`src/sv/mtte_pkg.sv`:
```
// Shared types, constants and the Morse symbol table of the text-to-tone encoder.
package mtte_pkg;

  // Default message capacity in notes.
  localparam int MAX_NOTES_DEF = 64;

  // Configuration register indexes.
  localparam logic [2:0] REG_DOT_MS         = 3'd0;
  localparam logic [2:0] REG_DASH_MS        = 3'd1;
  localparam logic [2:0] REG_ELEMENT_GAP_MS = 3'd2;
  localparam logic [2:0] REG_LETTER_GAP_MS  = 3'd3;
  localparam logic [2:0] REG_TONE_HZ        = 3'd4;

  // Configuration reset values.
  localparam logic [9:0]  DOT_MS_RST         = 10'd70;
  localparam logic [11:0] DASH_MS_RST        = 12'd210;
  localparam logic [9:0]  ELEMENT_GAP_MS_RST = 10'd70;
  localparam logic [11:0] LETTER_GAP_MS_RST  = 12'd210;
  localparam logic [14:0] TONE_HZ_RST        = 15'd2700;

  // Character codes used by the decoder.
  localparam logic [7:0] CHAR_SPACE   = 8'h20;
  localparam logic [7:0] CHAR_ZERO    = 8'h30;
  localparam logic [7:0] CHAR_NINE    = 8'h39;
  localparam logic [7:0] CHAR_UPPER_A = 8'h41;
  localparam logic [7:0] CHAR_UPPER_Z = 8'h5A;
  localparam logic [7:0] CHAR_LOWER_A = 8'h61;
  localparam logic [7:0] CHAR_LOWER_Z = 8'h7A;
  localparam logic [7:0] CASE_OFFSET  = 8'h20;

  // Table position of the first digit; letters occupy the positions below it.
  localparam logic [5:0] DIGIT_BASE = 6'd26;

  typedef struct packed {
    logic [7:0] character;
    logic       start_message;
  } in_word_t;

  typedef struct packed {
    logic [14:0] note_hz;
    logic [12:0] note_ms;
    logic        last;
  } out_word_t;

  // One symbol: element count and pattern, a one is a dash, first element in bit len-1.
  typedef struct packed {
    logic [2:0] len;
    logic [4:0] bits;
  } morse_sym_t;

  typedef struct packed {
    logic load;
    logic emit;
  } mtte_cmd_t;

  typedef struct packed {
    logic done;
    logic last_note;
  } mtte_status_t;

  function automatic morse_sym_t sym_lookup(input logic [5:0] idx);
    morse_sym_t s;
    unique case (idx)
      6'd0:  s = '{3'd2, 5'd1};
      6'd1:  s = '{3'd4, 5'd8};
      6'd2:  s = '{3'd4, 5'd10};
      6'd3:  s = '{3'd3, 5'd4};
      6'd4:  s = '{3'd1, 5'd0};
      6'd5:  s = '{3'd4, 5'd2};
      6'd6:  s = '{3'd3, 5'd6};
      6'd7:  s = '{3'd4, 5'd0};
      6'd8:  s = '{3'd2, 5'd0};
      6'd9:  s = '{3'd4, 5'd7};
      6'd10: s = '{3'd3, 5'd5};
      6'd11: s = '{3'd4, 5'd4};
      6'd12: s = '{3'd2, 5'd3};
      6'd13: s = '{3'd2, 5'd2};
      6'd14: s = '{3'd3, 5'd7};
      6'd15: s = '{3'd4, 5'd6};
      6'd16: s = '{3'd4, 5'd13};
      6'd17: s = '{3'd3, 5'd2};
      6'd18: s = '{3'd3, 5'd0};
      6'd19: s = '{3'd1, 5'd1};
      6'd20: s = '{3'd3, 5'd1};
      6'd21: s = '{3'd4, 5'd1};
      6'd22: s = '{3'd3, 5'd3};
      6'd23: s = '{3'd4, 5'd9};
      6'd24: s = '{3'd4, 5'd11};
      6'd25: s = '{3'd4, 5'd12};
      6'd26: s = '{3'd5, 5'd31};
      6'd27: s = '{3'd5, 5'd15};
      6'd28: s = '{3'd5, 5'd7};
      6'd29: s = '{3'd5, 5'd3};
      6'd30: s = '{3'd5, 5'd1};
      6'd31: s = '{3'd5, 5'd0};
      6'd32: s = '{3'd5, 5'd16};
      6'd33: s = '{3'd5, 5'd24};
      6'd34: s = '{3'd5, 5'd28};
      6'd35: s = '{3'd5, 5'd30};
      default: s = '{3'd0, 5'd0};
    endcase
    return s;
  endfunction

endpackage

```
`src/sv/mtte_ctrl.sv`:
```
// Sequencing state machine of the text-to-tone encoder.
module mtte_ctrl (
  input  logic                 clk,
  input  logic                 rst_n,
  input  logic                 in_valid,
  output logic                 in_stall,
  output logic                 out_valid,
  input  logic                 out_stall,
  input  mtte_pkg::mtte_status_t status,
  output mtte_pkg::mtte_cmd_t    cmd
);

  typedef enum logic {
    ST_IDLE,
    ST_EMIT
  } state_t;

  state_t state_r, state_nxt;
  logic   out_valid_r, out_valid_nxt;
  logic   slot_free;

  // The output register can take a note when empty or being emptied this cycle.
  assign slot_free = !out_valid_r || !out_stall;

  always_comb begin
    state_nxt     = state_r;
    out_valid_nxt = out_valid_r && out_stall;
    cmd.load      = 1'b0;
    cmd.emit      = 1'b0;
    unique case (state_r)
      ST_IDLE: begin
        if (in_valid) begin
          cmd.load  = 1'b1;
          state_nxt = ST_EMIT;
        end
      end
      ST_EMIT: begin
        if (status.done) begin
          state_nxt = ST_IDLE;
        end else if (slot_free) begin
          cmd.emit      = 1'b1;
          out_valid_nxt = 1'b1;
          if (status.last_note) begin
            state_nxt = ST_IDLE;
          end
        end
      end
      default: state_nxt = ST_IDLE;
    endcase
  end

  always_ff @(posedge clk) begin
    if (!rst_n) begin
      state_r     <= ST_IDLE;
      out_valid_r <= 1'b0;
    end else begin
      state_r     <= state_nxt;
      out_valid_r <= out_valid_nxt;
    end
  end

  assign in_stall  = (state_r != ST_IDLE);
  assign out_valid = out_valid_r;

endmodule

```
`src/sv/mtte_dp.sv`:
```
// Datapath of the text-to-tone encoder: registers, decoder, note counter and output word.
module mtte_dp #(
  parameter int MAX_NOTES = mtte_pkg::MAX_NOTES_DEF
) (
  input  logic                   clk,
  input  logic                   rst_n,
  input  logic                   cfg_valid,
  input  logic [2:0]             cfg_index,
  input  logic [14:0]            cfg_data,
  input  mtte_pkg::in_word_t     in_word,
  input  mtte_pkg::mtte_cmd_t    cmd,
  output mtte_pkg::mtte_status_t status,
  output mtte_pkg::out_word_t    out_word
);

  localparam int CW = $clog2(MAX_NOTES + 1);

  logic [9:0]  dot_r;
  logic [11:0] dash_r;
  logic [9:0]  egap_r;
  logic [11:0] lgap_r;
  logic [14:0] tone_r;

  logic [CW-1:0] count_r, count_nxt;
  logic [3:0]    idx_r, n_emit_r;
  logic          space_r;
  logic [2:0]    len_r;
  logic [4:0]    bits_r;
  mtte_pkg::out_word_t out_word_r;

  // Character decode and note budget, evaluated on the incoming word.
  logic [7:0]  ch;
  logic [7:0]  letter_off;
  logic [7:0]  digit_off;
  logic        is_letter, is_digit, is_space;
  logic [5:0]  tab_idx;
  mtte_pkg::morse_sym_t sym;
  logic [3:0]  total;
  logic [CW-1:0] left;
  logic [3:0]  n_emit;

  always_comb begin
    ch = in_word.character;
    if (ch >= mtte_pkg::CHAR_LOWER_A && ch <= mtte_pkg::CHAR_LOWER_Z) begin
      ch = ch - mtte_pkg::CASE_OFFSET;
    end
    is_space   = (ch == mtte_pkg::CHAR_SPACE);
    is_letter  = (ch >= mtte_pkg::CHAR_UPPER_A) && (ch <= mtte_pkg::CHAR_UPPER_Z);
    is_digit   = (ch >= mtte_pkg::CHAR_ZERO) && (ch <= mtte_pkg::CHAR_NINE);
    letter_off = ch - mtte_pkg::CHAR_UPPER_A;
    digit_off  = ch - mtte_pkg::CHAR_ZERO;
    tab_idx    = is_letter ? {1'b0, letter_off[4:0]}
                           : ({2'b00, digit_off[3:0]} + mtte_pkg::DIGIT_BASE);
    sym        = mtte_pkg::sym_lookup(tab_idx);
    // Each element is a tone and a gap, then one letter gap: 2*len+1 notes.
    if (is_space) begin
      total = 4'd1;
    end else if (is_letter || is_digit) begin
      total = {sym.len, 1'b1};
    end else begin
      total = 4'd0;
    end
    count_nxt = in_word.start_message ? '0 : count_r;
    left      = CW'(MAX_NOTES) - count_nxt;
    n_emit    = (CW'(total) <= left) ? total : left[3:0];
  end

  // Note generator for the current position in the sequence.
  logic [2:0]  el;
  logic        is_dash;
  mtte_pkg::out_word_t note;

  always_comb begin
    el      = len_r - idx_r[3:1] - 3'd1;
    is_dash = bits_r[el];
    note.last = (4'(idx_r + 4'd1) == n_emit_r);
    if (space_r) begin
      note.note_hz = '0;
      note.note_ms = {lgap_r, 1'b0};
    end else if (idx_r == {len_r, 1'b0}) begin
      note.note_hz = '0;
      note.note_ms = {1'b0, lgap_r};
    end else if (idx_r[0]) begin
      note.note_hz = '0;
      note.note_ms = {3'b000, egap_r};
    end else begin
      note.note_hz = tone_r;
      note.note_ms = is_dash ? {1'b0, dash_r} : {3'b000, dot_r};
    end
  end

  always_ff @(posedge clk) begin
    if (!rst_n) begin
      dot_r  <= mtte_pkg::DOT_MS_RST;
      dash_r <= mtte_pkg::DASH_MS_RST;
      egap_r <= mtte_pkg::ELEMENT_GAP_MS_RST;
      lgap_r <= mtte_pkg::LETTER_GAP_MS_RST;
      tone_r <= mtte_pkg::TONE_HZ_RST;
    end else if (cfg_valid) begin
      unique case (cfg_index)
        mtte_pkg::REG_DOT_MS:         dot_r  <= cfg_data[9:0];
        mtte_pkg::REG_DASH_MS:        dash_r <= cfg_data[11:0];
        mtte_pkg::REG_ELEMENT_GAP_MS: egap_r <= cfg_data[9:0];
        mtte_pkg::REG_LETTER_GAP_MS:  lgap_r <= cfg_data[11:0];
        mtte_pkg::REG_TONE_HZ:        tone_r <= cfg_data;
        default: ;
      endcase
    end
  end

  always_ff @(posedge clk) begin
    if (!rst_n) begin
      count_r  <= '0;
      idx_r    <= '0;
      n_emit_r <= '0;
    end else if (cmd.load) begin
      count_r  <= count_nxt;
      idx_r    <= '0;
      n_emit_r <= n_emit;
    end else if (cmd.emit) begin
      count_r  <= count_r + CW'(1);
      idx_r    <= idx_r + 4'd1;
    end
  end

  always_ff @(posedge clk) begin
    if (cmd.load) begin
      space_r <= is_space;
      len_r   <= sym.len;
      bits_r  <= sym.bits;
    end
    if (cmd.emit) begin
      out_word_r <= note;
    end
  end

  assign status.done      = (idx_r == n_emit_r);
  assign status.last_note = note.last;
  assign out_word         = out_word_r;

`ifndef SYNTHESIS
  a_count_cap: assert property (@(posedge clk) disable iff (!rst_n)
    count_r <= CW'(MAX_NOTES))
    else $error("note count passed the message capacity");

  a_emit_in_range: assert property (@(posedge clk) disable iff (!rst_n)
    cmd.emit |-> (idx_r < n_emit_r))
    else $error("note emitted beyond the budget of its character");

  a_emit_counts: assert property (@(posedge clk) disable iff (!rst_n)
    cmd.emit |=> (count_r == CW'($past(count_r) + CW'(1))))
    else $error("emitted note not counted");
`endif

endmodule

```
`src/sv/morse_text_to_tone_encoder.sv`:
```
// Top level of the Morse text-to-tone encoder: controller and datapath.
//
// Text characters arrive as words on the in_ channel (in_valid, in_stall,
// in_word); each accepted character produces zero to eleven note words on
// the out_ channel (out_valid, out_stall, out_word). A note is a frequency
// (zero for silence) and a duration in milliseconds; last marks the final
// note of a character. Letters and digits give tone and element-gap pairs
// followed by a letter gap, a space gives one silent note of twice the
// letter gap, and any other character gives nothing.
// A character is taken while idle; the sequencer then loads one note per
// cycle into the output register unless the receiver stalls, and the
// input stalls until it is idle again. The next character is accepted
// while the final note still waits in the output register. When the
// receiver stalls, the output register holds its word and the sequencer
// waits with it. Notes beyond MAX_NOTES since the last start_message are
// dropped. Reset clears the note count, returns the registers to their
// defaults and empties the output register. The user must write registers
// over the always-ready cfg_ port only while idle; this is not enforced.
module morse_text_to_tone_encoder #(
  parameter int MAX_NOTES = mtte_pkg::MAX_NOTES_DEF
) (
  input  logic                clk,
  input  logic                rst_n,
  input  logic                in_valid,
  output logic                in_stall,
  input  mtte_pkg::in_word_t  in_word,
  output logic                out_valid,
  input  logic                out_stall,
  output mtte_pkg::out_word_t out_word,
  input  logic                cfg_valid,
  output logic                cfg_ready,
  input  logic [2:0]          cfg_index,
  input  logic [14:0]         cfg_data
);

  mtte_pkg::mtte_cmd_t    cmd;
  mtte_pkg::mtte_status_t status;

  // Register writes never wait.
  assign cfg_ready = 1'b1;

  mtte_ctrl u_ctrl (
    .clk       (clk),
    .rst_n     (rst_n),
    .in_valid  (in_valid),
    .in_stall  (in_stall),
    .out_valid (out_valid),
    .out_stall (out_stall),
    .status    (status),
    .cmd       (cmd)
  );

  mtte_dp #(
    .MAX_NOTES (MAX_NOTES)
  ) u_dp (
    .clk       (clk),
    .rst_n     (rst_n),
    .cfg_valid (cfg_valid),
    .cfg_index (cfg_index),
    .cfg_data  (cfg_data),
    .in_word   (in_word),
    .cmd       (cmd),
    .status    (status),
    .out_word  (out_word)
  );

endmodule
```
`config.mk`:
```
export PLATFORM = sky130hd
export DESIGN_NAME = morse_text_to_tone_encoder
export DESIGN_NICKNAME = d
export VERILOG_FILES = /design/src/sv/mtte_pkg.sv /design/src/sv/mtte_ctrl.sv /design/src/sv/mtte_dp.sv /design/src/sv/morse_text_to_tone_encoder.sv
export SDC_FILE = /design/constraint.sdc
export NUM_CORES = 1
export LEC_CHECK = 0
export BUFFER_PORTS_ARGS = -buffer_cell sky130_fd_sc_hd__buf_4
export CAP_MARGIN = 20
export CORE_ASPECT_RATIO = 1.1
export CORE_MARGIN = 2
export CORE_UTILIZATION = 35
export DETAILED_ROUTE_END_ITERATION = 10
export HOLD_SLACK_MARGIN = 0.03
export SETUP_SLACK_MARGIN = 0.05
export SLEW_MARGIN = 10
export SYNTH_ARGS = -nofsm -noshare
export SYNTH_HDL_FRONTEND = slang
export SYNTH_SLANG_ARGS = --single-unit
```
`constraint.sdc`:
```
create_clock -name clk -period 6.8 [get_ports clk]
set_input_delay 0.68 -clock clk [delete_from_list [all_inputs] [get_ports clk]]
set_output_delay 0.68 -clock clk [all_outputs]
set_load 0.01 [all_outputs]
```
Word level (Yosys, flattened, before mapping)

Memory sizes are Yosys's and may differ from the RTL's.
Cells that the tools add are included.

Add/subtract/negate cells: 9
Bitwise operators: 2
Reduce and logical (&&, ||, !) cells: 17
Equal/unequal tests: 8
Muxes and demuxes: 26
Magnitude comparators: 8

Operator list:

| operator                                                           | number |
|---|---|
| two-way mux 13 bit                                                 | 3 |
| two-way mux 7 bit                                                  | 3 |
| greater-or-equal comparator 8 x 7 -> 1 bit (second input constant) | 2 |
| <= comparator 8 x 7 -> 1 bit (second input constant)               | 2 |
| equality test 4 bit                                                | 3 |
| two-way mux 1 bit                                                  | 12 |
| two-way mux 12 bit                                                 | 1 |
| two-way mux 4 bit                                                  | 3 |
| AND reduction 2 bit                                                | 5 |
| equality test 8 x 6 -> 1 bit (second input constant)               | 1 |
| greater-or-equal comparator 8 x 6 -> 1 bit (second input constant) | 1 |
| <= comparator 8 x 6 -> 1 bit (second input constant)               | 1 |
| two-way mux 8 bit                                                  | 1 |
| subtractor 8 x 6 -> 8 bit (second input constant)                  | 1 |
| adder 7 x 1 -> 7 bit (second input constant)                       | 1 |
| <= comparator 4 x 7 -> 1 bit                                       | 1 |
| subtractor 7 bit (first input constant)                            | 1 |
| adder 4 x 5 -> 6 bit (second input constant)                       | 1 |
| equality test 3 x 2 -> 1 bit (second input constant)               | 2 |
| two-way mux 6 bit                                                  | 1 |
| subtractor 5 x 1 -> 5 bit (second input constant)                  | 1 |
| adder 4 x 1 -> 4 bit (second input constant)                       | 1 |
| logical AND 1 bit                                                  | 4 |
| < comparator 3 x 4 -> 1 bit (second input constant)                | 1 |
| 14 further kinds                                                   | 17 |

Memories: 1
Bits of input ports: 32
ROM bits: 512
Word-level logic and storage cells: 88
Bits in registers: 114
Output and inout bits: 32

Memory list:

| name             | depth | bits a word | read ports | clocked after Yosys merged registers in | wr ports | line           | source |
|---|---|---|---|---|---|---|---|
| (name not given) | 64    | 8           | 1          | 0                                       | 0        | mtte_pkg.sv:63 | `unique case (idx)` |

Longest topological paths before layout

Gate-level depths: netlist of the first run.
An unclocked memory read counts as a cell.

Depth after elaboration: 11
Depth in mapped cells: 27
Mapped depth without buffers: 23

Hierarchy

From an unflattened synthesis of the first run, not the netlist that was laid out.

Cells, all modules: 730
Area total of the unflattened synthesis: 6,543.8 um^2

By module, submodules not included:

| module                     | area an instance (um^2) | cells each | instances | seq. area each (um^2) |
|---|---|---|---|---|
| mtte_dp                    | 6,447.4                 | 719        | 1         | 2,622.5 |
| mtte_ctrl                  | 85.1                    | 9          | 1         | 40.0 |
| morse_text_to_tone_encoder | 11.3                    | 2          | 1         | 0.0 |

Worst setup path before layout of the first run

OpenSTA, ideal clock, no wires.

Path kind: input to register
From: input in_word[1] (netlist bit)
To: register u_dp.n_emit_r[1]
Buffers on the path: 3
Arrival time: 5,503 ps
Setup slack: 1,164 ps
Cell stages on the path: 25
Path through: clkbuf_1 > inv_1 > ha_1 > nor3b_1 > a22o_1 > a211oi_2 > buf_4 > buf_2 > xnor2_1 > inv_1 > ha_1 > a21o_1 > a211o_1 > a311o_1 > and2_1 > nor2b_1 > ha_1 > nor2b_1 > o21ai_0 > nand2b_1 > a21oi_1 > nor3_1 > nor2_1 > a32oi_1 > a21oi_1

RTL lines:

| element              | line                             | source |
|---|---|---|
| from (decl)          | morse_text_to_tone_encoder.sv:26 | `input mtte_pkg::in_word_t in_word,` |
| to (signal assigned) | mtte_dp.sv:119                   | `n_emit_r <= n_emit;` |
| to (decl)            | mtte_dp.sv:25                    | `logic [3:0] idx_r, n_emit_r;` |

==> results of run 1 <==
## cell families (layout without fill, tap and decap cells)
group	after synthesis	count (layout)
AND/OR/NAND/NOR	286	286
adder cells (fa/ha/maj)	27	27
XOR/XNOR	20	20
multiplexers	28	28
buffers and inverters	59	123
other	1	1
AO/OA/AOI/OAI	153	153
flip-flops	114	114
## per-stage QoR
| stage | total power [mW] | util |
|---|---|---|
| global placement | 1.06 | 0.396 |
| detailed placement | 1.06 | 0.396 |
| CTS | 2.01 | 0.433 |
| floorplan | 0.964 | - |
| finish | 2.00 | 0.433 |
| global route | 2.08 | 0.433 |
## sequential cells by signal, indices dropped and copies added, names as in the netlist
register	cells
u_dp.dash_r	12
u_dp.bits_r	5
u_dp.count_r	7
u_dp.idx_r	4
u_dp.dot_r	10
u_dp.tone_r	15
u_dp.space_r	1
u_dp.n_emit_r	4
u_ctrl.out_valid	1
u_dp.out_word	29
u_dp.egap_r	10
u_dp.len_r	3
u_ctrl.in_stall	1
u_dp.lgap_r	12
## placed cells by master (no fill, tap or decap), types with 3 or more instances in the layout
| master | count |
|---|---|
| nand2_1 | 156 |
| dfxtp_1 | 76 |
| buf_4 | 67 |
| a21boi_0 | 44 |
| edfxtp_1 | 38 |
| nor2_1 | 35 |
| o21ai_0 | 32 |
| ha_1 | 26 |
| nand3_1 | 25 |
| inv_1 | 22 |
| a21oi_1 | 20 |
| and2_1 | 20 |
| clkbuf_16 | 17 |
| mux2i_1 | 16 |
| a22oi_1 | 12 |
| xnor2_1 | 11 |
| mux2_2 | 11 |
| nand2b_1 | 10 |
| xor2_1 | 9 |
| nor3_1 | 9 |
| nor2b_1 | 8 |
| a31oi_1 | 5 |
| a211o_1 | 4 |
| o21a_1 | 4 |
| and3_1 | 4 |
| bufinv_16 | 4 |
| nand3b_1 | 3 |
| nor4_1 | 3 |
| o221ai_1 | 3 |
| or2_2 | 3 |
| inv_6 | 3 |
| clkinvlp_4 | 3 |
| clkinv_4 | 3 |
## layer usage
metal,part of all wire,vias up,GRT usage
li1,-,2508,-
met1,0.44,2398,0.208
met2,0.50,107,0.279
met3,0.040,21,0.0442
met4,0.019,0,0.0679
met5,0,-,0
## worst register-to-register path, delay by kind of cell, from the launching register on
family          cells  cell delay, ns
xor+xnor            1            0.18
simple gates        1            0.36
compound gates      1            0.64
buf+inv             2            1.06
flops               1            0.75
## power by group through the flow
stage	Sequential [mW]	Combinational (mW)	Clock [mW]
floorplan	0.768	0.196	0
global placement	0.769	0.295	0
detailed placement	0.769	0.294	0
CTS	0.755	0.296	0.963
global route	0.758	0.325	0.998
finish	0.755	0.294	0.947
## path summary, 6_finish.rpt
| kind | from | to |
|---|---|---|
| setup / recovery | in_word[1] | u_dp.n_emit_r[1] |
| hold / removal | u_dp.tone_r[7] | u_dp.tone_r[7] |
| setup reg to reg | u_dp.idx_r[0] | u_dp.out_word[6] |
| hold reg to reg | u_dp.tone_r[7] | u_dp.tone_r[7] |
## final cells by class
| cell class | instances | area [sq um] | area share |
|---|---|---|---|
| Multi-Input combinational cell | 515 | 3220 | 0.435 |
| Sequential cell | 114 | 2660 | 0.360 |
| Timing Repair Buffer | 67 | 503 | 0.0680 |
| Clock buffer | 17 | 425 | 0.0575 |
| Tap cell | 234 | 293 | 0.0396 |
| Clock inverter | 15 | 205 | 0.0277 |
| Inverter | 24 | 90.1 | 0.0122 |
==> metrics.txt, run 1 <==
outcome completed; Ys Warns 0; distinct cell type count after synthesis between 60 and 70; WS Path Type input port to register; Clock transition at path regs 0.05 ns; GRT Total Usage 0.168; CTS tree built; Die Height 143 microns; H-tree depth 4; I/O pin total 64; crit path buf inv count 3; Peak supply drop 0.000176 V; Initial Util 0.358; Final Hold Viols 0; r2r setup slk 3.53 ns; Post-DRT Antenna Nets 0; Critical Path Stages 21; num rows 50; fraction of layout cells with a size suffix above 1 0.162; fin crit period 5.54 ns; Layout Skew around 0.0094 ns; clock share of power 0.474; Final nets 798; Worst Path Required 7.08 ns; GRT Residual Overflow 0; vias per cell 5.11; Post-Syn Area roughly 6100 sq um; Worst path most repeated cell ha_1; Comb pwr share 0.147; cts hold-fix bufs 0; count leader, synth nand2_1; async set-reset flop share out of synthesis 0; Crit Path Max Fanout 12; CP cell instances buf_4 > inv_1 > ha_1 > nor3b_1 > a22o_1 > a211oi_2 > nor2_1 > a21oi_1 > ha_1 > inv_1 > o221a_2 > a211o_1 > a32o_1 > nor2b_1 > ha_1 > a41oi_1 > nand2_1 > nor3_1 > nor2_1 > a32oi_1 > a21oi_1; Synth Area in Adders 0.0565; vias in the first global route 4754; worst slack at placement 0.846 ns; hpwl dp 10500 microns; Wirelength per Cell about 15 microns; Sink Count approximately 110; Synth top cells by count nand2_1, dfxtp_1, a21boi_0; Final Max Slew Viols 0; Seq cells post-synth 114; EDFF count, synth 38; Setup crit start kind input port; Worst slew margin 0.435; Setup TNS 0 ns; Tcrit/Tclk final 0.815; final wirelength ~15000 microns; Skew-Pair Late Insertion Delay 0.42 ns; Simple-Gate Fraction of Synth Area 0.211; Antenna diodes 0; drt pass-1 iters 5; DIE WIDTH 130 microns; post-CTS sizing 0; CP max stage cell nor3_1; Setup Fix Bufs, Post-CTS 0; top_reg_cell synth dfxtp_1; final setup margin between 1 and 1.5 ns; compound-cell area share of the yosys netlist 0.180; fmax 0.180 GHz; Fill cells 1700; max cap viols 0; initial antenna violation count 0; drt drc 0; top post-synthesis cells by area dfxtp_1, edfxtp_1, nand2_1; RSZ-0062 raised after global routing false; XOR/XNOR Fraction of Synth Area 0.0286; Core Region roughly 17000 sq um; WHS Path Cells 2; WP data arrival just under 6 ns; Clock Tree Buf Depth 2; PD cells 270 nW/um^2; port bufs 62; largest stage delay on the critical path roughly 0.64 ns; root buffer cell clkbuf_16; top cell type's share of synthesized area 0.249; non-filler cells, final around 1000; hold crit path type register to register; Syn Nets 747; CP top delay family compound AO/OA/AOI/OAI gates; die area 18500 sq um; total number of vias between 5000 and 6000; switch share 0.261; Power Internal ~1.5 mW; first-pass GRT wire length between 20000 and 25000 microns; number of buffers created by CTS 17; Mapped Cells 688; hold slack 0.457 ns; Lkg Pwr 2.93 nW; final instance area 7400 sq um; CP endpoint kind register; Flop pwr share 0.378; largest family of logic cells by synthesized area simple AND/OR/NAND/NOR gates; mean post-synth cell area 8.89 sq um; Worst Tran Pin Value 0.844 ns; Setup violations, final 0; mux cell area share after synthesis 0.0501; Sw Pwr about 520 uW; routability congestion estimate 0.901; DRT iter0 DRCs between 200 and 300; largest net degree at the start of global routing 74; worst-case reg-to-reg path depth 5; Layout area overhead 21.0%; DP Area 6770 sq um; part of the Yosys area used for sequential elements 0.435; Yosys top cell by area dfxtp_1; Cells after DPL 954
Power figures use the tool's default switching activity.
==> run 2, diff against run 1 <==
--- a/config.mk
+++ b/config.mk
@@ -5,6 +5,7 @@
 export SDC_FILE = /design/constraint.sdc
 export NUM_CORES = 1
 export LEC_CHECK = 0
+export ABC_AREA = 1
 export BUFFER_PORTS_ARGS = -buffer_cell sky130_fd_sc_hd__buf_4
 export CAP_MARGIN = 20
 export CORE_ASPECT_RATIO = 1.1
==> constraint.sdc (replaced) <==
create_clock -name clk -period 4.91 [get_ports clk]
set_input_delay 0.491 -clock clk [delete_from_list [all_inputs] [get_ports clk]]
set_output_delay 0.491 -clock clk [all_outputs]
set_load 0.01 [all_outputs]
==> run 2 against run 1 <==
Net effect:
- flip-flop and latch count unchanged
- combinational power increased by 23%
- design area decreased by 3.3%
- critical path depth increased by 5
- sequential share of layout area increased by 1.2 points
- clock power increased by 46%
- cell count increased by 2.0%
- die area decreased by 4.2%
- utilization increased by 0.40 points
- global-route usage decreased by 0.55 points
- largest power group unchanged
- highest routed layer unchanged
==> metrics.txt, run 2 <==
top cell type's share of synthesized area 0.260; Final Max Slew Viols 0; Post-Syn Area 5850 sq um; distinct cell type count after synthesis 46; outcome completed; part of the Yosys area used for sequential elements 0.455; total number of vias 5060; GRT Total Usage 0.163; Peak supply drop 0.000213 V; Skew-Pair Late Insertion Delay 0.41 ns; Simple-Gate Fraction of Synth Area 0.208; largest family of logic cells by synthesized area simple AND/OR/NAND/NOR gates; register area 2660 sq um; Tcrit/Tclk final 0.808; top_reg_cell synth dfxtp_1; top post-synthesis cells by area dfxtp_1, edfxtp_1, nand2_1; DIE WIDTH 127 microns; Final Hold Viols 0; worst slack at placement 0.532 ns; M3 GR Usage 0.0354; post-CTS sizing 0; Final nets 848; Lkg Pwr approximately 3.2 nW; drt drc 0; Clock transition at path regs approximately 0.060 ns; cts hold-fix bufs 0; most common cell after layout, fill and taps aside nand2_1; Multi-input gate area 2720 sq um; H-tree depth 4; Mapped Cells 729; Largest register FFs 29; root buffer cell clkbuf_16; Setup Fix Bufs, Post-CTS 0; Syn Nets 788; fraction of layout cells with a size suffix above 1 0.153; Wirelength per Cell 13.9 microns; fmax between 0.2 and 0.3 GHz; WP data arrival 4.31 ns; WHS Path Cells 3; initial antenna violation count 0; worst-case reg-to-reg path depth 6; worst setup path start in_word[2]; Worst slew margin 0.477; vias per cell 5.03; async set-reset flop share out of synthesis 0; Setup TNS 0 ns; hold_sp cfg_data[11]; Worst Path Required 5.26 ns; GR Layer Usage met2 0.291; Initial Util 0.357; CTS tree built; Core Region 16400 sq um; largest net degree at the start of global routing 62; count leader, synth nand2_1; RSZ-0062 raised after global routing false; Antenna diodes 0; Yosys top cell by area dfxtp_1; met1 Use GR 0.193; PD cells just under 400 nW/um^2; Setup crit start kind input port; Layout Skew 0.00956 ns; compound-cell area share of the yosys netlist 0.178; Worst Tran Pin Value between 0.7 and 0.8 ns; Synth top cells by count nand2_1, nor2_1, inv_1; Synth Area in Adders 0.0590; Crit Path Max Fanout 11; hpwl dp just under 10000 microns; fin crit period 3.97 ns; most frequent cells in the layout nand2_1, nor2_1, inv_1; Setup violations, final 0; die area 17800 sq um; Sink Count 114; final setup margin 0.943 ns; I/O pin total 64; vias in the first global route 4824; hold crit path type input port to register; GRT Residual Overflow 0; Seq cells post-synth 114; Ys Warns 0; Layout area overhead 22.3%; first-pass GRT wire length about 23000 microns; XOR/XNOR Fraction of Synth Area 0.0195; routability congestion estimate 0.839; Clock Tree Buf Depth 2; drt pass-1 iters 5; EDFF count, synth 38; port bufs 62; most used routing layer in global routing met2; num rows 49; final wirelength 14000 microns; DRT iter0 DRCs roughly 470; Fill cells 1667; WS Path Type input port to register; max cap viols 0; Die Height 140 microns; worst r2r src u_dp.idx_r[0]; CP endpoint kind register; number of buffers created by CTS 17; Post-DRT Antenna Nets 0; mean post-synth cell area approximately 8.0 sq um; mux cell area share after synthesis 0
==> run 2: cell types whose count changed in the layout (fill, tap and decap cells not counted), sizes merged, moves of 12 or more <==
cell	change
a21boi	-44
a21oi	+16
and2	-20
inv	+65
mux2i	-16
nand2	-21
nand3	+14
nor2	+60
o211ai	+12
o21ai	+43
==> run 2: critical path, stage by stage <==
cell       delay [ns]
buf_4            0.13
inv_1            0.16
ha_1             0.20
nor2_1           0.04
nand3_1          0.09
nand2_1          0.05
nor2_1           0.24
nand3_2          0.29
nand2_1          0.12
o21ai_0          0.08
buf_4            0.16
ha_1             0.30
nand2_1          0.13
o211ai_1         0.10
nand3_1          0.09
nand2_1          0.07
nand2_1          0.08
inv_1            0.05
ha_1             0.30
nand2_1          0.10
o221ai_1         0.15
a2111oi_2        0.50
inv_1            0.17
nand2_1          0.11
nand2_1          0.05
nand2_1          0.05
==> run 2: per-layer routing <==
layer	vias up	wire, microns
li1	2568	-
met1	2337	6040
met4	0	232
met3	18	551
met5	-	0
met2	137	7170
==> run 2: final cells by class <==
cell class	instances	area share
Clock buffer	17	0.0594
Timing Repair Buffer	67	0.0703
Inverter	92	0.0493
Tap cell	204	0.0357
Multi-Input combinational cell	497	0.380
Clock inverter	15	0.0332
Sequential cell	114	0.372
==> run 2: logic make-up (layout without fill, tap and decap cells) <==
group           after synthesis  after routing
simple gates                285            285
compound gates              171            171
fa+ha+maj                    27             27
flops                       114            114
buf+inv                     118            191
xor+xnor                     13             13
other cells                   1              1
==> run 2: per-stage QoR <==
stage	cell area (sq um)	util	hold slack (ns)	instances	power [mW]
6_report	7160	0.437	0.339	1006	2.78
5_1_grt	7160	0.437	0.341	1006	2.89
4_1_cts	7160	0.437	0.322	1006	2.80
3_5_place_dp	6490	0.397	0.443	974	1.42
3_3_place_gp	6490	0.397	0.442	974	1.42
2_1_floorplan	5850	-	0.424	729	1.30
==> run 2: final timing paths <==
kind,end,slack [ns]
hold / removal,u_dp.tone_r[11],0.34
setup / recovery,u_dp.n_emit_r[1],0.94
hold reg to reg,u_dp.tone_r[5],0.45
setup reg to reg,u_dp.out_word[1],2.00
==> run 2: power breakdown <==
part / total [mW] / switching, mW / leakage [nW] / internal, mW
Combinational: 0.363 / 0.236 / 1.87 / 0.127
Clock: 1.38 / 0.433 / 0.321 / 0.947
Sequential: 1.04 / 0.0177 / 0.977 / 1.02
==> run 3, diff against run 2 <==
==> constraint.sdc (replaced) <==
create_clock -name clk -period 3.25 [get_ports clk]
set_input_delay 0.325 -clock clk [delete_from_list [all_inputs] [get_ports clk]]
set_output_delay 0.325 -clock clk [all_outputs]
set_load 0.01 [all_outputs]
==> run 3 against run 2 <==
Net effect:
- clock skew up 0.0029 ns
- non-clock buffer count increased by 58
- die area unchanged
- utilization increased by 4.3 points
- wire length rose by 5.1%
- cell count increased by 5.8%
- design area increased by 9.8%
- power rose by 48%
- global-route usage grew 0.46 points
- critical path depth rose by 1
==> metrics.txt, run 3 (synthesis gave the netlist of run 2 again) <==
Setup violations, final 0; Die Height 140 microns; vias in the first global route between 5000 and 6000; Skew-Pair Late Insertion Delay 0.42 ns; first-pass GRT wire length 23800 microns; worst r2r src u_dp.count_r[0]; RSZ-0062 raised after global routing true; max cap viols 0; met1 Use GR 0.193; Peak supply drop 0.000329 V; Setup crit start kind input port; root buffer cell clkbuf_16; Tcrit/Tclk final 0.982; initial antenna violation count 0; GRT Residual Overflow 0; H-tree depth 4; M3 GR Usage 0.0365; Clock transition at path regs 0.05 ns; most used routing layer in global routing met2; largest net degree at the start of global routing 61; die area roughly 18000 sq um; Largest register FFs 29; DP Area 6930 sq um; CTS tree built; RR Endpoint u_dp.n_emit_r[0]; drt pass-1 iters 5; GRT Total Usage 0.168; Crit Path Max Fanout 8; final wirelength 14700 microns; hold_sp cfg_data[11]; port bufs 62; GR Layer Usage met2 0.301; Layout area overhead 34.2%; CP endpoint kind register; Worst slew margin 0.487; drt drc 0; Clock Tree Buf Depth 2; Core Region 16400 sq um; Fill cells 1590; WP data arrival 3.49 ns; Worst Hold Endpoint u_dp.tone_r[11]; Sink Count 114; DIE WIDTH between 100 and 150 microns; most common cell after layout, fill and taps aside buf_4; hold crit path type input port to register; Layout Skew about 0.012 ns; Post-DRT Antenna Nets 0; DRT iter0 DRCs 320; PD cells 522 nW/um^2; number of buffers created by CTS 17; I/O pin total 64; vias per cell 4.98; fin crit period between 3 and 4 ns; r2r setup slk 0.68 ns; fraction of layout cells with a size suffix above 1 0.264; Wirelength per Cell approximately 14 microns; WS Path Type input port to register; Final Hold Viols 0; total number of vias 5294; Final nets slightly above 900; outcome completed; WHS Path Cells 3; Power Total 4.10 mW; Worst Tran Pin Value ~0.77 ns; final instance area 7860 sq um; cts hold-fix bufs 0; Final Max Slew Viols 0; num rows 49; Worst Path Required 3.55 ns; fmax roughly 0.31 GHz; worst-case reg-to-reg path depth 15; Lkg Pwr around 3.4 nW; routability congestion estimate 0.806; most frequent cells in the layout buf_4, nand2_1, nor2_1; Antenna diodes 0; Initial Util 0.357; hpwl dp just over 10000 microns
-- run 3: cell count changes in the layout (fill, tap and decap cells not counted), sizes merged --
| cell | previous run | this run |
|---|---|---|
| clkbuf | 17 | 29 |
| buf | 67 | 125 |
| clkinv | 9 | 5 |
| bufinv | 6 | 1 |
| clkinvlp | 2 | 1 |
| inv | 90 | 88 |
-- run 3: how the worst max path moves through the flow --
stage | from | end | slack (ns) | depth (start not counted)
3_5_place_dp | in_word[2] | u_dp.n_emit_r[0] | -0.49 | 28
3_3_place_gp | in_word[2] | u_dp.n_emit_r[0] | -0.41 | 28
5_1_grt | in_word[3] | u_dp.n_emit_r[0] | -0.11 | 26
4_1_cts | in_word[2] | u_dp.n_emit_r[0] | 0.04 | 27
6_report | in_word[2] | u_dp.n_emit_r[0] | 0.06 | 27
2_1_floorplan | in_word[2] | u_dp.n_emit_r[0] | -0.17 | 30
-- run 3: report_power, final --
part / total, mW / internal (mW) / leakage [nW] / switching (mW)
clock network: 1.85 / 1.24 / 0.299 / 0.610
registers: 1.57 / 1.54 / 0.977 / 0.0269
logic: 0.687 / 0.294 / 2.17 / 0.393
total: 4.10 / 3.07 / 3.45 / 1.03
-- run 3: cell type report --
cell class              instances  area [sq um]  area share
clock buffers                  29           562      0.0715
inverters                      92           359      0.0457
clock inverters                 3          40.0     0.00510
well taps                     204           255      0.0325
multi-input cells             497          3010       0.383
flip-flops and latches        114          2660       0.339
repair buffers                125           965       0.123
-- run 3: per-layer routing --
layer	wire, microns	vias up
met3	547	14
met5	0	-
met1	6340	2463
li1	-	2691
met4	150	0
met2	7670	126
-- run 3: timing repair --
item / CTS / global route
gates resized for setup: 22 / 37
setup endpoints to repair: 4 / 4
pin swaps: 27 / 39
buffers inserted: 7 / 3
-- run 3: critical path, cell delays in order --
cell and delay, ns:
buf_8 0.08, clkinvlp_4 0.11, ha_4 0.18, nor2_4 0.08, nand3_2 0.08, nand2_1 0.08, inv_2 0.05, o211ai_4 0.09
nand3_4 0.20, nand2_2 0.13, nand2_4 0.08, ha_4 0.29, nand2_4 0.05, buf_4 0.13, nand4_1 0.09, nand2_2 0.07
nand2_2 0.07, inv_2 0.05, ha_4 0.27, nand2_4 0.07, nor2_4 0.08, a211oi_2 0.04, inv_1 0.06, a21oi_2 0.07
a2111oi_4 0.35, a21oi_1 0.12, a22o_1 0.19
-- run 3: per-stage QoR --
step / TNS, ns / hold slack, ns / setup WS (ns) / cells / util
floorplan: -0.537 / 0.424 / -0.172 / 729 / -
global placement: -1.55 / 0.434 / -0.415 / 1022 / 0.423
detailed placement: -1.89 / 0.440 / -0.487 / 1022 / 0.423
CTS: 0 / 0.136 / 0.0424 / 1061 / 0.469
global route: -0.338 / 0.147 / -0.113 / 1064 / 0.480
finish: 0 / 0.146 / 0.0579 / 1064 / 0.480
